File: src/oled_pfs_pkg.sv
// Shared types and constants of the OLED page frame streamer.
// Holds the controller command codes, register indexes and the queue item type.
// Depends on nothing; every other file of the block refers to it by scoped names.
`timescale 1ns / 1ps
`default_nettype none

package oled_pfs_pkg;

    localparam int PAGE_BYTES_DEFAULT  = 128;
    localparam int PAGE_COUNT_DEFAULT  = 8;
    localparam int QUEUE_DEPTH_DEFAULT = 4;

    localparam int CFG_INDEX_W = 2;
    localparam int CFG_DATA_W  = 8;

    localparam logic [CFG_INDEX_W-1:0] CFG_COLUMN_OFFSET  = 2'd0;
    localparam logic [CFG_INDEX_W-1:0] CFG_DISPLAY_ENABLE = 2'd1;
    localparam logic [CFG_INDEX_W-1:0] CFG_CONTRAST_LEVEL = 2'd2;
    localparam logic [CFG_INDEX_W-1:0] CFG_CHUNK_MODE     = 2'd3;

    localparam logic [3:0] RST_COLUMN_OFFSET  = 4'd0;
    localparam logic       RST_DISPLAY_ENABLE = 1'b1;
    localparam logic [7:0] RST_CONTRAST_LEVEL = 8'd127;
    localparam logic       RST_CHUNK_MODE     = 1'b0;

    localparam logic [7:0] CMD_COL_HIGH  = 8'h10;
    localparam logic [7:0] CMD_COL_LOW   = 8'h00;
    localparam logic [7:0] CMD_PAGE      = 8'hB0;
    localparam logic [7:0] CMD_ON        = 8'hAF;
    localparam logic [7:0] CMD_OFF       = 8'hAE;
    localparam logic [7:0] CMD_CONTRAST  = 8'h81;
    localparam logic [7:0] NIBBLE_MASK   = 8'h0F;

    typedef struct packed {
        logic [7:0] pixel_byte;
        logic       frame_start;
        logic       chunk_start;
        logic       display_enable;
        logic [7:0] contrast_level;
        logic [7:0] column;
        logic [7:0] page;
        logic       chunk_done;
        logic       frame_done;
    } t_item;

endpackage

`default_nettype wire

File: src/oled_pfs_front.sv
// Front end: configuration registers, frame position counters and request classification.
// Builds one queue item per accepted request; uses oled_pfs_pkg.
`timescale 1ns / 1ps
`default_nettype none

module oled_pfs_front #(
    parameter int PAGE_BYTES = oled_pfs_pkg::PAGE_BYTES_DEFAULT,
    parameter int PAGE_COUNT = oled_pfs_pkg::PAGE_COUNT_DEFAULT
) (
    input  wire logic                                i_clk,
    input  wire logic                                i_rst_n,
    input  wire logic                                i_cfg_wr_en,
    input  wire logic [oled_pfs_pkg::CFG_INDEX_W-1:0] i_cfg_index,
    input  wire logic [oled_pfs_pkg::CFG_DATA_W-1:0]  i_cfg_wdata,
    input  wire logic                                i_in_valid,
    output logic                                     o_in_ready,
    input  wire logic [7:0]                          i_pixel_byte,
    input  wire logic                                i_restart_frame,
    input  wire logic                                i_queue_full,
    output logic                                     o_push,
    output oled_pfs_pkg::t_item                      o_item
);

    localparam int QUARTER = PAGE_BYTES / 4;
    localparam int COL_W   = $clog2(PAGE_BYTES);
    localparam int SUB_W   = $clog2(QUARTER);
    localparam int PAGE_W  = (PAGE_COUNT > 1) ? $clog2(PAGE_COUNT) : 1;

    logic [3:0]        r_column_offset;
    logic              r_display_enable;
    logic [7:0]        r_contrast_level;
    logic              r_chunk_mode;

    logic [COL_W-1:0]  r_col, n_col, e_col;
    logic [SUB_W-1:0]  r_sub, n_sub, e_sub;
    logic [PAGE_W-1:0] r_page, n_page, e_page;

    logic last_col, last_sub, last_page, frame_done;

    always_ff @(posedge i_clk) begin
        if (!i_rst_n) begin
            r_column_offset  <= oled_pfs_pkg::RST_COLUMN_OFFSET;
            r_display_enable <= oled_pfs_pkg::RST_DISPLAY_ENABLE;
            r_contrast_level <= oled_pfs_pkg::RST_CONTRAST_LEVEL;
            r_chunk_mode     <= oled_pfs_pkg::RST_CHUNK_MODE;
        end else if (i_cfg_wr_en) begin
            unique case (i_cfg_index)
                oled_pfs_pkg::CFG_COLUMN_OFFSET:  r_column_offset  <= i_cfg_wdata[3:0];
                oled_pfs_pkg::CFG_DISPLAY_ENABLE: r_display_enable <= i_cfg_wdata[0];
                oled_pfs_pkg::CFG_CONTRAST_LEVEL: r_contrast_level <= i_cfg_wdata[7:0];
                oled_pfs_pkg::CFG_CHUNK_MODE:     r_chunk_mode     <= i_cfg_wdata[0];
                default: begin
                end
            endcase
        end
    end

    assign o_in_ready = !i_queue_full;
    assign o_push     = i_in_valid && !i_queue_full;

    always_comb begin
        e_col  = i_restart_frame ? '0 : r_col;
        e_sub  = i_restart_frame ? '0 : r_sub;
        e_page = i_restart_frame ? '0 : r_page;

        last_col   = (e_col == COL_W'(PAGE_BYTES - 1));
        last_sub   = (e_sub == SUB_W'(QUARTER - 1));
        last_page  = (e_page == PAGE_W'(PAGE_COUNT - 1));
        frame_done = last_col && last_page;

        if (frame_done) begin
            n_col  = '0;
            n_sub  = '0;
            n_page = '0;
        end else begin
            n_col  = last_col ? '0 : e_col + COL_W'(1);
            n_page = last_col ? e_page + PAGE_W'(1) : e_page;
            n_sub  = last_sub ? '0 : e_sub + SUB_W'(1);
        end

        o_item.pixel_byte     = i_pixel_byte;
        o_item.frame_start    = (e_col == '0) && (e_page == '0);
        o_item.chunk_start    = r_chunk_mode ? (e_sub == '0) : (e_col == '0);
        o_item.display_enable = r_display_enable;
        o_item.contrast_level = r_contrast_level;
        o_item.column         = 8'(r_column_offset) + 8'(e_col);
        o_item.page           = oled_pfs_pkg::CMD_PAGE | 8'(e_page);
        o_item.chunk_done     = frame_done || (r_chunk_mode ? last_sub : last_col);
        o_item.frame_done     = frame_done;
    end

    always_ff @(posedge i_clk) begin
        if (!i_rst_n) begin
            r_col  <= '0;
            r_sub  <= '0;
            r_page <= '0;
        end else if (o_push) begin
            r_col  <= n_col;
            r_sub  <= n_sub;
            r_page <= n_page;
        end
    end

endmodule

`default_nettype wire

File: src/oled_pfs_queue.sv
// Short register queue of classified items between the front and back ends.
// Item type comes from oled_pfs_pkg.
`timescale 1ns / 1ps
`default_nettype none

module oled_pfs_queue #(
    parameter int DEPTH = oled_pfs_pkg::QUEUE_DEPTH_DEFAULT
) (
    input  wire logic                 i_clk,
    input  wire logic                 i_rst_n,
    input  wire logic                 i_push,
    input  wire oled_pfs_pkg::t_item  i_data,
    output logic                      o_full,
    input  wire logic                 i_pop,
    output oled_pfs_pkg::t_item       o_data,
    output logic                      o_empty
);

    localparam int PTR_W = (DEPTH > 1) ? $clog2(DEPTH) : 1;
    localparam int CNT_W = $clog2(DEPTH + 1);

    oled_pfs_pkg::t_item r_mem [DEPTH];
    logic [PTR_W-1:0]    r_wr_ptr, r_rd_ptr;
    logic [CNT_W-1:0]    r_count;

    function automatic logic [PTR_W-1:0] f_next(input logic [PTR_W-1:0] ptr);
        f_next = (ptr == PTR_W'(DEPTH - 1)) ? '0 : ptr + PTR_W'(1);
    endfunction

    assign o_full  = (r_count == CNT_W'(DEPTH));
    assign o_empty = (r_count == '0);
    assign o_data  = r_mem[r_rd_ptr];

    always_ff @(posedge i_clk) begin
        if (i_push) begin
            r_mem[r_wr_ptr] <= i_data;
        end
    end

    always_ff @(posedge i_clk) begin
        if (!i_rst_n) begin
            r_wr_ptr <= '0;
            r_rd_ptr <= '0;
            r_count  <= '0;
        end else begin
            if (i_push) begin
                r_wr_ptr <= f_next(r_wr_ptr);
            end
            if (i_pop) begin
                r_rd_ptr <= f_next(r_rd_ptr);
            end
            if (i_push && !i_pop) begin
                r_count <= r_count + CNT_W'(1);
            end else if (i_pop && !i_push) begin
                r_count <= r_count - CNT_W'(1);
            end
        end
    end

endmodule

`default_nettype wire

File: src/oled_pfs_back.sv
// Back end: sequencer that expands one queued item into command and data bytes.
// Drives the registered output channel; uses oled_pfs_pkg.
`timescale 1ns / 1ps
`default_nettype none

module oled_pfs_back (
    input  wire logic                 i_clk,
    input  wire logic                 i_rst_n,
    input  wire oled_pfs_pkg::t_item  i_item,
    input  wire logic                 i_empty,
    output logic                      o_pop,
    output logic                      o_out_valid,
    input  wire logic                 i_out_ready,
    output logic [7:0]                o_spi_byte,
    output logic                      o_data_not_command,
    output logic                      o_chunk_done,
    output logic                      o_frame_done,
    output logic                      o_last_of_run
);

    typedef enum logic [2:0] {
        STEP_ONOFF,
        STEP_CONTRAST_CMD,
        STEP_CONTRAST_VAL,
        STEP_COL_HIGH,
        STEP_COL_LOW,
        STEP_PAGE,
        STEP_DATA
    } t_step;

    t_step      r_step, cur_step, n_step;
    logic       r_mid;
    logic       load;
    logic [7:0] n_byte;

    always_comb begin
        if (r_mid) begin
            cur_step = r_step;
        end else if (i_item.frame_start) begin
            cur_step = STEP_ONOFF;
        end else if (i_item.chunk_start) begin
            cur_step = STEP_COL_HIGH;
        end else begin
            cur_step = STEP_DATA;
        end

        n_step = STEP_DATA;
        n_byte = i_item.pixel_byte;
        unique case (cur_step)
            STEP_ONOFF: begin
                n_byte = i_item.display_enable ? oled_pfs_pkg::CMD_ON : oled_pfs_pkg::CMD_OFF;
                n_step = STEP_CONTRAST_CMD;
            end
            STEP_CONTRAST_CMD: begin
                n_byte = oled_pfs_pkg::CMD_CONTRAST;
                n_step = STEP_CONTRAST_VAL;
            end
            STEP_CONTRAST_VAL: begin
                n_byte = i_item.contrast_level;
                n_step = STEP_COL_HIGH;
            end
            STEP_COL_HIGH: begin
                n_byte = oled_pfs_pkg::CMD_COL_HIGH | {4'd0, i_item.column[7:4]};
                n_step = STEP_COL_LOW;
            end
            STEP_COL_LOW: begin
                n_byte = oled_pfs_pkg::CMD_COL_LOW | (i_item.column & oled_pfs_pkg::NIBBLE_MASK);
                n_step = STEP_PAGE;
            end
            STEP_PAGE: begin
                n_byte = i_item.page;
                n_step = STEP_DATA;
            end
            STEP_DATA: begin
                n_byte = i_item.pixel_byte;
                n_step = STEP_DATA;
            end
            default: begin
                n_byte = i_item.pixel_byte;
                n_step = STEP_DATA;
            end
        endcase
    end

    assign load  = !i_empty && (!o_out_valid || i_out_ready);
    assign o_pop = load && (cur_step == STEP_DATA);

    always_ff @(posedge i_clk) begin
        if (!i_rst_n) begin
            o_out_valid <= 1'b0;
            r_mid       <= 1'b0;
            r_step      <= STEP_DATA;
        end else if (load) begin
            o_out_valid <= 1'b1;
            r_mid       <= (cur_step != STEP_DATA);
            r_step      <= n_step;
        end else if (i_out_ready) begin
            o_out_valid <= 1'b0;
        end
    end

    always_ff @(posedge i_clk) begin
        if (load) begin
            o_spi_byte         <= n_byte;
            o_data_not_command <= (cur_step == STEP_DATA);
            o_chunk_done       <= (cur_step == STEP_DATA) && i_item.chunk_done;
            o_frame_done       <= (cur_step == STEP_DATA) && i_item.frame_done;
            o_last_of_run      <= (cur_step == STEP_DATA);
        end
    end

endmodule

`default_nettype wire

File: src/oled_page_frame_streamer.sv
// Top level of the OLED page frame streamer: front end, item queue and back end.
// Depends on oled_pfs_pkg, oled_pfs_front, oled_pfs_queue and oled_pfs_back.
// An accepted request enters the item queue; the back-end sequencer registers its bytes.
// Throughput: one output byte per cycle while the output is ready; a request gives one
// data byte, after three command bytes at a chunk start and six at a frame start.
// Reset clears the frame position and the queue and loads the register reset values.
`timescale 1ns / 1ps
`default_nettype none

module oled_page_frame_streamer #(
    parameter int PAGE_BYTES  = oled_pfs_pkg::PAGE_BYTES_DEFAULT,
    parameter int PAGE_COUNT  = oled_pfs_pkg::PAGE_COUNT_DEFAULT,
    parameter int QUEUE_DEPTH = oled_pfs_pkg::QUEUE_DEPTH_DEFAULT
) (
    input  wire logic                                i_clk,
    input  wire logic                                i_rst_n,
    input  wire logic                                i_cfg_wr_en,
    input  wire logic [oled_pfs_pkg::CFG_INDEX_W-1:0] i_cfg_index,
    input  wire logic [oled_pfs_pkg::CFG_DATA_W-1:0]  i_cfg_wdata,
    input  wire logic                                i_in_valid,
    output logic                                     o_in_ready,
    input  wire logic [7:0]                          i_pixel_byte,
    input  wire logic                                i_restart_frame,
    output logic                                     o_out_valid,
    input  wire logic                                i_out_ready,
    output logic [7:0]                               o_spi_byte,
    output logic                                     o_data_not_command,
    output logic                                     o_chunk_done,
    output logic                                     o_frame_done,
    output logic                                     o_last_of_run
);

    oled_pfs_pkg::t_item push_item, head_item;
    logic                push, pop, full, empty;

    oled_pfs_front #(
        .PAGE_BYTES (PAGE_BYTES),
        .PAGE_COUNT (PAGE_COUNT)
    ) u_front (
        .i_clk           (i_clk),
        .i_rst_n         (i_rst_n),
        .i_cfg_wr_en     (i_cfg_wr_en),
        .i_cfg_index     (i_cfg_index),
        .i_cfg_wdata     (i_cfg_wdata),
        .i_in_valid      (i_in_valid),
        .o_in_ready      (o_in_ready),
        .i_pixel_byte    (i_pixel_byte),
        .i_restart_frame (i_restart_frame),
        .i_queue_full    (full),
        .o_push          (push),
        .o_item          (push_item)
    );

    oled_pfs_queue #(
        .DEPTH (QUEUE_DEPTH)
    ) u_queue (
        .i_clk   (i_clk),
        .i_rst_n (i_rst_n),
        .i_push  (push),
        .i_data  (push_item),
        .o_full  (full),
        .i_pop   (pop),
        .o_data  (head_item),
        .o_empty (empty)
    );

    oled_pfs_back u_back (
        .i_clk              (i_clk),
        .i_rst_n            (i_rst_n),
        .i_item             (head_item),
        .i_empty            (empty),
        .o_pop              (pop),
        .o_out_valid        (o_out_valid),
        .i_out_ready        (i_out_ready),
        .o_spi_byte         (o_spi_byte),
        .o_data_not_command (o_data_not_command),
        .o_chunk_done       (o_chunk_done),
        .o_frame_done       (o_frame_done),
        .o_last_of_run      (o_last_of_run)
    );

endmodule

`default_nettype wire

File: config.mk
export PLATFORM = sky130hd
export DESIGN_NAME = oled_page_frame_streamer
export DESIGN_NICKNAME = d
export VERILOG_FILES = /design/src/oled_pfs_pkg.sv /design/src/oled_pfs_front.sv /design/src/oled_pfs_queue.sv /design/src/oled_pfs_back.sv /design/src/oled_page_frame_streamer.sv
export SDC_FILE = /design/constraint.sdc
export NUM_CORES = 1
export LEC_CHECK = 0
export ABC_AREA = 1
export BUFFER_PORTS_ARGS = -buffer_cell sky130_fd_sc_hd__clkbuf_2
export CORE_MARGIN = 3
export CORE_UTILIZATION = 61
export DETAILED_ROUTE_END_ITERATION = 7
export PLACE_DENSITY_LB_ADDON = 0.1
export SLEW_MARGIN = 20
export SYNTH_ARGS = -nofsm -noshare
export SYNTH_HDL_FRONTEND = slang
export SYNTH_SLANG_ARGS = --single-unit
File: constraint.sdc
create_clock -name i_clk -period 3.2 [get_ports i_clk]
set_input_delay 0.48 -clock i_clk [delete_from_list [all_inputs] [get_ports i_clk]]
set_output_delay 0.48 -clock i_clk [all_outputs]
set_load 0.005 [all_outputs]
[After elaboration in Yosys (flattened, before gate mapping)]
Memory sizes are Yosys's and may differ from the RTL's. A register that Yosys moved wholly into a read port is not among the register bits.
Index checks and enable logic that the tools add are counted.
Word-level totals
  register bits after elaboration: 52
  RAM bits: 128
  input bits: 24
  output and inout port bits: 14
  word-level logic and storage cells: 97
  memories: 1
Memories
  u_queue.r_mem: depth 4, bits a word 32, read ports 1, clocked after memory_dff 1, wr ports 1, line oled_pfs_queue.sv:22  | oled_pfs_pkg::t_item r_mem [DEPTH];
Operators by class
  add/sub/neg operators: 8
  eq/ne operators: 16
  mux-type cells: 27
  reduce and logical (&&, ||, !) cells: 28
Operators by type and width (count)
  8-bit case mux with 6 select lines: 1
  3-bit two-way mux: 8
  7-bit two-way mux: 3
  3-bit == test, second input constant: 5
  5-bit two-way mux: 3
  3-bit case mux with 5 select lines: 1
  1-bit logical AND: 9
  3-bit zero test: 3
  4-bit by 7-bit adder with 8-bit output: 1
  2-bit == test, second input constant: 4
  2-bit two-way mux: 4
  2-bit AND reduction: 4
  7-bit by 1-bit adder with 7-bit output, second input constant: 1
  7-bit == test, second input constant: 1
  7-bit zero test: 1
  1-bit two-way mux: 7
  3-bit by 1-bit adder with 3-bit output, second input constant: 2
  3-bit by 2-bit == test with 1-bit output, second input constant: 2
  5-bit by 1-bit adder with 5-bit output, second input constant: 1
  5-bit == test, second input constant: 1
  1-bit zero test: 5
  5-bit zero test: 1
  2-bit by 1-bit adder with 2-bit output, second input constant: 2
  2-bit nonzero test: 2
  other kinds (6): 7

[Depth between registers and ports, before layout]
  word-level depth: 8
  depth in mapped cells: 16
  gate-level depth less buffers: 16

[Modules after synthesis]
Synthesis repeated with hierarchy kept, for this count alone.
Second synthesis, totals
  cell total of the unflattened synthesis: 811
  area total of the unflattened synthesis: 8811.0 um2
Modules (own cells, without submodules)
  oled_pfs_queue: times used 1, cells each 417, area an instance 5945.7 um2, sequential area each 4624.4 um2
  oled_pfs_front: times used 1, cells each 273, area an instance 1890.6 um2, sequential area each 580.6 um2
  oled_pfs_back: times used 1, cells each 121, area an instance 974.7 um2, sequential area each 430.4 um2

[Worst setup path before layout]
OpenSTA, ideal clock, no wires.
  path type: register to register
  start point: register u_queue.r_count[0]
  end point: memory u_queue.r_mem[0][0] in the netlist's numbering (enable)
  setup time: 0.421 ns
  data arrival time: 2.332 ns
  data required time: 2.779 ns
  path slack: 0.447 ns
  stages on the path, launching flop included: 6
  path buffers: 1
  clock period less this slack: 2.753 ns
  cell sequence: dfxtp_1 inv_1 nand3_1 nand2_1 clkbuf_1 nor2_1
Between the ends
  longest elaborated chain between the ends: 5
Ends and longest elaborated chain
  from (decl): line oled_pfs_queue.sv:24  | logic [CNT_W-1:0] r_count;
  from (signal assigned): line oled_pfs_queue.sv:53  | r_count <= r_count + CNT_W'(1);
  from (signal assigned): line oled_pfs_queue.sv:55  | r_count <= r_count - CNT_W'(1);
  3-bit == test: line oled_pfs_queue.sv:30  | assign o_full = (r_count == CNT_W'(DEPTH));
  1-bit zero test
  named net o_in_ready: line oled_page_frame_streamer.sv:21  | output logic o_in_ready,
  1-bit logical AND: line oled_pfs_front.sv:59  | assign o_push = i_in_valid && !i_queue_full;
  1-bit two-way mux: line oled_pfs_queue.sv:35  | if (i_push) begin
  1-bit two-way mux (implied by the code): line oled_pfs_queue.sv:36  | r_mem[r_wr_ptr] <= i_data;
  to (decl): line oled_pfs_queue.sv:22
The timed path passes the listed nets, and every way through them passes these cells.

==> flow_summary.ini <==
[yosys]
ys_seq_elements = 182
syn_nets = 768
synth_cells = 724
syn_area_um2 = 7767
yosysSeqAreaShare = 0.6482
synth_top_area_share = 0.5374
avgSynthCellArea_um2 = 10.73
synth_cell_types = 40
synth-warning-count = 0
netlist_top_cells_area = edfxtp_1 (54%), dfxtp_1 (11%), o21ai_0 (5.3%), nor2_1 (5.2%), nand2_1 (4.9%)
synth_top_cell_by_area = edfxtp_1

[placed_design]
place_inst = 919
io_buffers = 37
gp_congestion = 0.8492
dpl-instance-area_um2 = 8195
dpl.hpwl_um = 11140

[global_route]
antenna_found_initial = 0
grt.overflow.total = 0
grt_pass1_vias = 5175
grt_pass1_wl_um = 26970
grt_usage = 0.2480
grt_max_degree = 37

[pwr]
leakagePower_uw = 0.003364
p_clk_frac = 0.261
peakVddDrop_mv = 0.6361
sw_frac_of_total = 0.3536
p_switching_uw = 2620
power_density_nw_per_um2 = 847.2
seqPwrFrac = 0.420
pwr-share-comb = 0.320
internal_power_uw = 4790

[layout]
regArea_um2 = 5036
fin_area_um2 = 8747
layout.cells.non_filler = 951
layout_common_cells = edfxtp_1 (139), nor2_1 (104), nand2_1 (101), o21ai_0 (83), inv_1 (44)
drive_above_1_share = 0.1520
fillers = 915
fin_util = 0.7163
multi_input_area_um2 = 2420
area_delta_synth_final_pct = 12.61
antenna_cells = 0
fin_nets = 814
layout_commonest_cell = edfxtp_1

[worst_setup_path]
critPathCaptureType = flip-flop
worst-setup-path-type = reg -> reg
worstPathArrival_ns = 3.01
reg2reg_to = u_queue.r_count[2]
cp_max_fo = 33
start_kind = flip-flop
r2r_setup_slack_ns = 0.49
critPathRequiredTime_ns = 3.51
r2r_cells = 14

[sta]
drv_slew = 0
finalHoldViolCount = 0
min_period_ns = 2.706
setup_viol = 0
post-route-period-util = 0.8455
fmax_mhz = 369.6
tightestPinTransition_ns = 0.8800
fin_tns_setup_ns = 0
rsz0062_at_grt = no
relSlewSlack = 0.4088
skew_ns = 0.01442

[hold_path]
hold_path_end = u_queue.r_mem[0][27]
worstHoldStart = i_pixel_byte[3]
hold_class = in -> reg
holdPathStages = 1

[detailed_routing]
antenna_left = 0
wl_per_cell_um = 17.58
drc = 0
via_per_inst = 5.723
drtPass1Iterations = 6
routed_wl_um = 16720
num_vias = 5443
drt_iter0_markers = 582

[floorplanning]
fp.dieW_um = 118.8
initial_core_util = 0.6361
io_pins = 38
die_area_um2 = 14120
rows = 40
core_area_um2 = 12210
die_h_um = 118.8

[clock_tree]
insertion_delay_ns = 0.43
cts_resized = 0
cts_setup_buffers = 0
clockBufferDepth = 2
clock-sinks = 182
clk_pin_slew_ns = 0.06
cts_tree = done
clockRootBuffer = clkbuf_16
htreeDepth = 4
cts_made_buffers = 17
cts_hold_buf = 0

[job]
maxCapViolations = 0

[outcome]
outcome = completed
==> Yosys cell counts <==
master and n:
ha_1 18, a211oi_1 1, nand2_1 101, edfxtp_1 139, nand3_1 38, inv_2 5
nand3b_1 1, fa_1 2, xnor2_1 1, nand2_4 4, o21ai_0 83, a21oi_1 31
o22ai_1 28, and2_1 1, nand4_1 6, xor2_1 6, nand2_2 3, clkbuf_1 20
a22o_1 1, nor2_8 1, inv_1 44, nor2_1 108, nand3_2 3, o32ai_1 1
nor3b_1 1, nor3_2 1, o2111ai_1 1, buf_4 3, buf_6 1, o21ai_1 3
or2_2 4, o211ai_1 3, buf_2 3, dfxtp_1 43, nor2_4 2, inv_4 2
clkinv_1 2, a31oi_2 1, nor2_2 3, nor3_1 5
==> through the flow <==
stage / setup WS (ns) / hold slack, ns / total power [uW]
after global placement: 0.6550 / 0.4517 / 5443
after global routing: 0.2579 / 0.2618 / 7871
after floorplan: 0.4469 / 0.4407 / 4776
final: 0.4943 / 0.2707 / 7410
after CTS: 0.4916 / 0.2519 / 7441
after detailed placement: 0.5092 / 0.4597 / 5518
==> worst max path at each step <==
| stage | startpoint | end | cells after the start |
|---|---|---|---|
| after CTS | flip-flop | u_queue.r_count[2] | 14 |
| after global routing | flip-flop | u_queue.r_count[2] | 14 |
| after detailed placement | flip-flop | u_queue.r_count[2] | 14 |
| after global placement | flip-flop | u_queue.r_count[2] | 14 |
| final | flip-flop | u_queue.r_count[2] | 14 |
| after floorplan | u_queue.r_count[0] | u_queue.r_mem[0][0] | 5 |
==> flip-flops by register name, summed over array words and instances (netlist names), 2 cells and up, named ones only <==
name	cells
u_back.r_step	3
u_queue.r_rd_ptr	2
u_front.r_page	3
u_front.r_col	7
u_front.r_sub	5
u_queue.r_mem	128
u_back.o_spi_byte	8
u_queue.r_count	3
u_front.r_column_offset	4
u_front.r_contrast_level	8
u_queue.r_wr_ptr	2
==> cells by family after synthesis <==
logic type                 after synthesis  synth area share
AOI/OAI and AO/OA                      153            0.1068
xor gates and xnor gates                 7          0.007893
adders and majority gates               20           0.03415
buffers and inverters                   80           0.04220
DFF                                    182            0.6482
and+or+nand+nor                        282            0.1608
==> power by group through the flow <==
stage / sequential (uW) / combinational (uW) / clock, uW
2_1_floorplan: 3150 / 1630 / 0
3_3_place_gp: 3140 / 2300 / 0
3_5_place_dp: 3160 / 2360 / 0
4_1_cts: 3110 / 2370 / 1960
5_1_grt: 3140 / 2660 / 2070
6_report: 3110 / 2370 / 1930
==> metal layers <==
| layer | GRT usage | wire (um) |
|---|---|---|
| met3 | 0.05461 | 1028 |
| met4 | 0.06879 | 294 |
| met5 | 0 | 0 |
| met1 | 0.3431 | 7270 |
| met2 | 0.4011 | 8123 |
==> critical path, stage by stage (launching register included) <==
cell     delay (ns)
dfxtp_1        0.33
buf_4          0.32
nand3_1        0.19
nand2_2        0.14
nand3_2        0.10
nand2_2        0.22
nor2_8         0.08
nand2_4        0.08
ha_1           0.14
inv_1          0.07
fa_1           0.39
a21oi_1        0.14
o21ai_0        0.12
o21ai_0        0.20
a21oi_1        0.06
==> layout make-up <==
class	count	area share
clock inverters	13	0.01244
clock buffers	19	0.05064
flip-flops and latches	182	0.5757
well taps	168	0.02403
repair buffers	54	0.03719
inverters	53	0.02332
multi-input cells	462	0.2766
Power figures use the tool's default switching activity.
